### src/hdl/hbs_pkg.sv
// ----------------------------------------------------------------------------
// hbs_pkg
// Shared types, constants and helpers for the height-field bilinear sampler.
// ----------------------------------------------------------------------------
package hbs_pkg;

	localparam int MAX_SIDE    = 256;
	localparam int IDX_BITS    = $clog2(MAX_SIDE);
	localparam int ADDR_BITS   = 2 * IDX_BITS;
	localparam int SIDE_BITS   = 9;
	localparam int HEIGHT_BITS = 16;
	localparam int FRAC_BITS   = 8;
	localparam int COORD_BITS  = 17;
	localparam int POS_BITS    = IDX_BITS + FRAC_BITS;
	localparam int WT_BITS     = FRAC_BITS + 1;
	localparam int WPROD_BITS  = 2 * WT_BITS;
	localparam int ACC_BITS    = HEIGHT_BITS + WPROD_BITS;
	localparam int OUT_BITS    = 24;

	// Input tdata layout, lowest field first.
	localparam int TD_COL_LSB    = 0;
	localparam int TD_ROW_LSB    = TD_COL_LSB + IDX_BITS;
	localparam int TD_HEIGHT_LSB = TD_ROW_LSB + IDX_BITS;
	localparam int TD_X_LSB      = TD_HEIGHT_LSB + HEIGHT_BITS;
	localparam int TD_Y_LSB      = TD_X_LSB + COORD_BITS;
	localparam int TD_IN_USED    = TD_Y_LSB + COORD_BITS;
	localparam int S_TDATA_BITS  = ((TD_IN_USED + 7) / 8) * 8;
	localparam int M_TDATA_BITS  = ((OUT_BITS + 7) / 8) * 8;

	// Item kinds carried on the input tuser.
	localparam logic CMD_WRITE  = 1'b0;
	localparam logic CMD_SAMPLE = 1'b1;

	localparam logic [SIDE_BITS-1:0] SIDE_MIN   = SIDE_BITS'(2);
	localparam logic [SIDE_BITS-1:0] SIDE_MAX   = SIDE_BITS'(MAX_SIDE);
	localparam logic [SIDE_BITS-1:0] SIDE_RESET = SIDE_BITS'(256);
	localparam logic [WT_BITS-1:0]   WT_ONE     = WT_BITS'(1 << FRAC_BITS);

	typedef enum logic [2:0] {
		ST_CLEAR,
		ST_IDLE,
		ST_READ,
		ST_DRAIN,
		ST_FINISH
	} state_t;

	typedef struct packed {
		logic       clr_en;
		logic       start;
		logic       wr_en;
		logic       rd_en;
		logic [1:0] rd_idx;
		logic       ld_out;
	} hbs_cmd_t;

	typedef struct packed {
		logic clr_last;
		logic out_free;
	} hbs_status_t;

	typedef struct packed {
		logic [IDX_BITS-1:0] base;
		logic [WT_BITS-1:0]  frac;
	} axis_split_t;

	// Clamp one coordinate to [0, side-1], take its cell index capped at
	// side-2, and return the fraction left over (which reaches one at the
	// far edge).
	function automatic axis_split_t axis_split(
		input logic signed [COORD_BITS-1:0] coord,
		input logic [IDX_BITS-1:0]          side_m1
	);
		logic [POS_BITS-1:0] hi;
		logic [POS_BITS-1:0] pos;
		logic [IDX_BITS-1:0] cap;
		logic [IDX_BITS-1:0] base;
		logic [POS_BITS-1:0] diff;
		axis_split_t         res;
		hi  = {side_m1, {FRAC_BITS{1'b0}}};
		cap = side_m1 - IDX_BITS'(1);
		if (coord[COORD_BITS-1]) begin
			pos = '0;
		end else if (coord[POS_BITS-1:0] > hi) begin
			pos = hi;
		end else begin
			pos = coord[POS_BITS-1:0];
		end
		base = pos[POS_BITS-1:FRAC_BITS];
		if (base > cap) begin
			base = cap;
		end
		diff = pos - {base, {FRAC_BITS{1'b0}}};
		res.base = base;
		res.frac = diff[WT_BITS-1:0];
		return res;
	endfunction

endpackage

### src/hdl/hbs_ctrl.sv
// ----------------------------------------------------------------------------
// hbs_ctrl
// Sequencer: clearing pass, request intake, four corner reads and result load.
// ----------------------------------------------------------------------------
module hbs_ctrl (
	input  logic                clk,
	input  logic                arst_n,
	input  logic                s_tvalid,
	input  logic                s_tuser,
	output logic                s_tready,
	input  hbs_pkg::hbs_status_t status,
	output hbs_pkg::hbs_cmd_t    cmd
);
	import hbs_pkg::*;

	state_t     state_q;
	state_t     state_d;
	logic [1:0] cnt_q;
	logic       accept;

	assign accept = s_tvalid && (state_q == ST_IDLE);

	always_ff @(posedge clk or negedge arst_n) begin
		if (!arst_n) begin
			state_q <= ST_CLEAR;
			cnt_q   <= '0;
		end else begin
			state_q <= state_d;
			if (state_q == ST_READ || state_q == ST_DRAIN) begin
				cnt_q <= cnt_q + 2'd1;
			end else begin
				cnt_q <= '0;
			end
		end
	end

	always_comb begin
		state_d = state_q;
		case (state_q)
			ST_CLEAR: begin
				if (status.clr_last) state_d = ST_IDLE;
			end
			ST_IDLE: begin
				if (accept) begin
					state_d = (s_tuser == CMD_SAMPLE) ? ST_READ : ST_FINISH;
				end
			end
			ST_READ: begin
				if (cnt_q == 2'd3) state_d = ST_DRAIN;
			end
			ST_DRAIN: begin
				if (cnt_q == 2'd1) state_d = ST_FINISH;
			end
			ST_FINISH: begin
				if (status.out_free) state_d = ST_IDLE;
			end
			default: state_d = ST_IDLE;
		endcase
	end

	always_comb begin
		s_tready   = (state_q == ST_IDLE);
		cmd.clr_en = (state_q == ST_CLEAR);
		cmd.start  = accept;
		cmd.wr_en  = accept && (s_tuser == CMD_WRITE);
		cmd.rd_en  = (state_q == ST_READ);
		cmd.rd_idx = cnt_q;
		cmd.ld_out = (state_q == ST_FINISH) && status.out_free;
	end

endmodule

### config.mk
export PLATFORM = sky130hd
export DESIGN_NAME = hbs_ctrl
export DESIGN_NICKNAME = d
export VERILOG_FILES = /design/src/hdl/hbs_pkg.sv /design/src/hdl/hbs_ctrl.sv
export SDC_FILE = /design/constraint.sdc
export NUM_CORES = 1
export LEC_CHECK = 0
export BUFFER_PORTS_ARGS = -buffer_cell sky130_fd_sc_hd__buf_2
export CORE_AREA = 2 2 39 41
export DETAILED_ROUTE_END_ITERATION = 12
export DIE_AREA = 0 0 41 43
export GPL_ROUTABILITY_DRIVEN = 0
export HOLD_SLACK_MARGIN = 0.06
export PLACE_DENSITY_LB_ADDON = 0.25
export SYNTH_ARGS = -nofsm -noshare
export SYNTH_HDL_FRONTEND = slang
export SYNTH_SLANG_ARGS = --single-unit
### constraint.sdc
create_clock -name clk -period 0.94 [get_ports clk]
set_input_delay 0.188 -clock clk [delete_from_list [all_inputs] [get_ports clk]]
set_output_delay 0.188 -clock clk [all_outputs]
set_load 0.02 [all_outputs]
==> results of run 1 <==
## power breakdown
group          switching [mW]  leakage (nW)  internal (mW)  total [mW]
clock network           0.107        0.0150          0.162       0.269
logic                    1.03         0.271           1.37        2.40
registers               0.130        0.0589          0.327       0.457
## cell usage in the layout, fill, tap and decap left out
| cell | instances |
|---|---|
| mux2i_4 | 1 |
| clkbuf_1 | 1 |
| dfrtp_1 | 2 |
| dlygate4sd3_1 | 1 |
| o2bb2ai_2 | 1 |
| a311oi_2 | 1 |
| nor2_2 | 1 |
| and3_4 | 1 |
| nand2b_1 | 2 |
| a2111oi_4 | 1 |
| nor4b_2 | 1 |
| nor2b_1 | 1 |
| nor4_4 | 1 |
| nand2_1 | 1 |
| ha_2 | 2 |
| buf_4 | 10 |
| dfrtp_2 | 3 |
| buf_2 | 5 |
| buf_12 | 2 |
| nor3_4 | 1 |
| clkbuf_4 | 3 |
| buf_8 | 1 |
| nor3_2 | 1 |
| buf_6 | 15 |
| nor2_4 | 3 |
| inv_2 | 1 |
| nand2_2 | 1 |
| a31oi_4 | 1 |
| nor2_1 | 2 |
| nand2b_4 | 1 |
| nor3_1 | 1 |
## timing repair
item	CTS	global route
pin swaps	5	4
hold endpoints to repair	5	0
setup endpoints to repair	13	13
gates resized for setup	29	11
hold buffers	1	0
setup buffers	10	3
## per-stage QoR
step / instances / hold WS (ns) / worst slack (ns) / total power [mW]
floorplan: 35 / -0.108 / -0.137 / 1.39
global placement: 68 / 0.0131 / -0.226 / 1.82
detailed placement: 68 / 0.00739 / -0.276 / 1.82
CTS: 83 / 0.177 / -0.413 / 2.78
global route: 85 / 0.199 / -0.454 / 3.28
finish: 85 / 0.185 / -0.414 / 3.13
## layer usage
layer | track usage (%) | wire [um]
met1 | 17.6 | 447
met2 | 22.5 | 622
met3 | 6.28 | 78
met4 | 8.00 | 44
met5 | 0 | 0
## area by class of cell
cell class	instances	area (um^2)	area share [%]
Multi-Input combinational cell	25	300	36.9
Sequential cell	5	129	15.8
Tap cell	16	20.0	2.46
Clock buffer	4	26.3	3.23
Inverter	1	3.75	0.462
Timing Repair Buffer	34	334	41.1
## final timing paths
check / startpoint / depth (start not counted) / end
max: state_q[1] / 4 / cmd[0]
min: status[0] / 2 / state_q[2]
max reg2reg: state_q[2] / 5 / state_q[0]
min reg2reg: cnt_q[0] / 2 / cnt_q[0]
max in group asynchronous: arst_n / 2 / cnt_q[1]
min in group asynchronous: arst_n / 2 / state_q[0]
## state kept, by name, indices dropped and copies added, names as in the netlist
name	cells
cnt_q	2
state_q	3
## logic make-up (layout without fill, tap and decap cells)
family          count (synthesis)  in the layout
simple gates                   18             18
mux                             1              1
compound gates                  4              4
fa+ha+maj                       2              2
flops                           5              5
buf+inv                         5             39
==> impl_metrics.json, run 1 <==
{
  "fin_worst_skew_ns": 0.0131,
  "fin_ws_ns": -0.414,
  "netlist.area_leader.share_pct": 37.7,
  "hold_path_class": "input port to flop",
  "setup_tns_ns": -3.44,
  "cts.htree.levels": 1,
  "area_growth_syn_to_layout_pct": 145,
  "ys.flop_type": "dfrtp_1",
  "synthXorXnorAreaFrac_pct": 0,
  "finalNetCount": 78,
  "cts_buffers": 3,
  "path_cells": "buf_12 -> nor2_4 -> and3_4 -> buf_6",
  "yosysTopAreaCell": "dfrtp_1",
  "async_reset_ff_share_pct": 100,
  "worst_pin_slew_ns": 0.244,
  "routed_wl_mm": 1.19,
  "critPathBufInv": 2,
  "clockRootBuffer": "clkbuf_4",
  "core_mm2": 0.00138,
  "synth_area_um2": 332,
  "fmax_mhz": 739,
  "synthTopCellsByArea": "dfrtp_1, buf_4, ha_1, nor2_1, nor3_1",
  "max_slew_margin_pct": 83.7,
  "slowest_delay_ns": 0.39,
  "grt_pass1_wl_mm": 1.71,
  "drive_gt1_share_pct": 84.1,
  "ios": 14,
  "clockBufferDepth": 2,
  "grt_usage_pct": 15.1,
  "clk_pin_slew_ns": 0.05,
  "slew_viol_final": 0,
  "violations": "setup timing",
  "fin_area_um2": 813,
  "setup.worst_path.start_class": "flop",
  "grt_max_degree": 8,
  "crit_required_ns": 0.75,
  "die_y_um": 43,
  "place_hpwl_um": 572,
  "die_area_mm2": 0.00176,
  "yosys-top-cells-count": "nor2_1, dfrtp_1, buf_4",
  "num_antenna_cells": 0,
  "num_rows": 14,
  "crit_path_top_delay_cell": "dfrtp_1",
  "portBuffers": 13,
  "cts_sinks": 5,
  "drt_iter0_markers": 4,
  "setup_viol": 13,
  "synthAdderAreaFrac_pct": 7.55,
  "crit_fanout": 7,
  "grt_pass1_vias": 386,
  "maxCapViolCount": 0,
  "synth_seq_area_share_pct": 37.7,
  "synth_cells": 35,
  "clk_latency_ns": 0.26,
  "yosysWarnings": 0,
  "synth_compound_area_share_pct": 11.7,
  "crit_type": "flop to primary output",
  "period_share_pct": 144,
  "fill_cells": 109,
  "drc_errors": 0,
  "cp.arrival_ns": 1.17,
  "antenna_found_initial": 0,
  "rsz0062_at_grt": "true",
  "r2r_slack_ns": -0.38,
  "syn_avg_cell_area_um2": 9.47,
  "synth_top_family_by_area": "simple AND/OR/NAND/NOR gates",
  "cts_tree": "done",
  "gr-total-overflow": 0,
  "hold_viol": 0,
  "fin_crit_ns": 1.35,
  "leakage_nw": 0.344,
  "routedWlPerCell_um": 14.0,
  "start_util_pct": 24.0,
  "ys_ff_latch": 5,
  "cp_top_family": "flip-flops",
  "synth_simple_gate_area_share_pct": 29.8,
  "synth-edff-count": 0,
  "ys_types": 18,
  "drt-pass1-iter-count": 4,
  "yosysMostFrequentCell": "nor2_1",
  "cp-end-kind": "primary output",
  "drtAntennaViolNets": 0,
  "via_per_inst": 4.71,
  "vias": 400,
  "power_density_mw_per_mm2": 3840,
  "synth_nets": 43,
  "status": "complete, but fails checks",
  "dpl_cell_area_um2": 534,
  "ir_worst_vdd_mv": 1.96,
  "die_w_um": 41,
  "postLayoutCoreUtil_pct": 58.8,
  "synth.area.mux_share_pct": 3.02
}
(Power assumes the default switching activity.)
==> inputs of run 2 (changes only) <==
==> constraint.sdc (replaced) <==
create_clock -name clk -period 1.2 [get_ports clk]
set_input_delay 0.24 -clock clk [delete_from_list [all_inputs] [get_ports clk]]
set_output_delay 0.24 -clock clk [all_outputs]
set_load 0.02 [all_outputs]
==> impl_metrics.json, run 2 (synthesis results as in run 1) <==
{
  "setup.worst_path.start_class": "flop",
  "r2r_end": "state_q[0]",
  "ir_worst_vdd_mv": 1.10,
  "drive_gt1_share_pct": 58.6,
  "clk_pin_slew_ns": 0.05,
  "clk_latency_ns": 0.25,
  "num_rows": 14,
  "leakage_nw": 0.263,
  "clockRootBuffer": "clkbuf_4",
  "fin_ws_ns": -0.210,
  "endpoint": "cmd[4]",
  "place_hpwl_um": 546,
  "gr-total-overflow": 0,
  "max_slew_margin_pct": 84.3,
  "crit_required_ns": 0.96,
  "drtAntennaViolNets": 0,
  "top_register": "state_q",
  "reg2reg_depth": 4,
  "startpoint": "state_q[1]",
  "hold_viol": 0,
  "top_regs": "state_q: 3 flops, cnt_q: 2 flops",
  "cp-end-kind": "primary output",
  "drt-pass1-iter-count": 4,
  "power_density_mw_per_mm2": 2860,
  "reg2reg_from": "state_q[2]",
  "final_cell_mix": "buf_2, buf_4, nor2_1",
  "violations": "setup timing",
  "slew_viol_final": 0,
  "routed_wl_um": 866,
  "fin_crit_ns": 1.41,
  "cts.htree.levels": 1,
  "core_mm2": 0.00138,
  "setup_tns_ns": -0.914,
  "die_y_um": 43,
  "drc_errors": 0,
  "maxCapViolCount": 0,
  "area_growth_syn_to_layout_pct": 66.0,
  "cts_sinks": 5,
  "grt_pass1_wl_mm": 1.24,
  "r2r_slack_ns": 0.04,
  "cp.arrival_ns": 1.17,
  "finalNetCount": 67,
  "grt_usage_pct": 10.9,
  "routedWlPerCell_um": 11.7,
  "cts_tree": "done",
  "grt_max_degree": 8,
  "grt_pass1_vias": 315,
  "crit_type": "flop to primary output",
  "antenna_found_initial": 0,
  "period_share_pct": 117,
  "die_area_mm2": 0.00176,
  "status": "complete, but fails checks",
  "die_w_um": 41,
  "hold_path_class": "input port to flop",
  "ios": 14,
  "cts_buffers": 3,
  "holdWs_ns": 0.237,
  "vias": 348,
  "clockBufferDepth": 2,
  "power_mw": 1.58,
  "postLayoutCoreUtil_pct": 39.8,
  "largest_reg_flops": 3,
  "portBuffers": 13,
  "rsz0062_at_grt": "true",
  "crit_fanout": 7,
  "start_util_pct": 24.0,
  "drt_iter0_markers": 4,
  "fin_worst_skew_ns": 0.00758,
  "setup_viol": 6,
  "num_antenna_cells": 0,
  "worst_pin_slew_ns": 0.235,
  "via_per_inst": 4.70,
  "final_common_cell": "buf_2",
  "fmax_mhz": 709
}
[run 2: cell types whose count changed in the layout (fill, tap and decap cells not counted), sizes merged]
cell / delta
buf: -11
[run 2: timing repair]
action                                  in CTS  in global routing
hold buffers                                 1                  0
gates cloned                                 0                  0
buffers inserted                             2                  1
endpoints found under the hold margin        5                  0
pin swaps                                    1                  0
endpoints found under the setup margin       6                  8
gates resized for setup                     11                  3
[run 2: how the worst min path moves through the flow]
stage | from | to | slack [ns] | depth (start not counted)
2_1_floorplan | arst_n | cnt_q[0] | -0.06 | 0
3_5_place_dp | arst_n | state_q[2] | 0.06 | 1
3_3_place_gp | arst_n | state_q[2] | 0.06 | 1
4_1_cts | status[0] | state_q[2] | 0.21 | 2
6_report | status[0] | state_q[2] | 0.24 | 2
5_1_grt | status[0] | state_q[2] | 0.24 | 2
[run 2: critical path: stages (launching register included)]
cell and delay, ns:
dfrtp_2 0.45, nor4_2 0.27, buf_2 0.20
[run 2: report_power, final]
part / switching (mW) / internal, mW
sequential: 0.128 / 0.258
clock: 0.0719 / 0.126
combinational: 0.477 / 0.516
[run 2: through the flow]
step / area [um^2] / std cells / worst slack [ns]
global placement: 440 / 66 / -0.00856
floorplan: 340 / 35 / -0.102
global route: 551 / 74 / -0.269
CTS: 518 / 73 / -0.217
detailed placement: 440 / 66 / -0.0346
finish: 551 / 74 / -0.210
[run 2: cell type report]
type                            count  area [um^2]
Fill cell                         141          833
Clock buffer                        4         26.3
Inverter                            1         3.75
Tap cell                           16         20.0
Timing Repair Buffer               23          160
Multi-Input combinational cell     25          211
Sequential cell                     5          129
[run 2: per-layer routing]
| metal | wire length, um | track usage [%] | vias up |
|---|---|---|---|
| li1 | - | - | 170 |
| met1 | 340 | 13.4 | 162 |
| met2 | 449 | 14.4 | 12 |
| met3 | 61 | 6.28 | 4 |
| met4 | 14 | 6.00 | 0 |
| met5 | 0 | 0 | - |
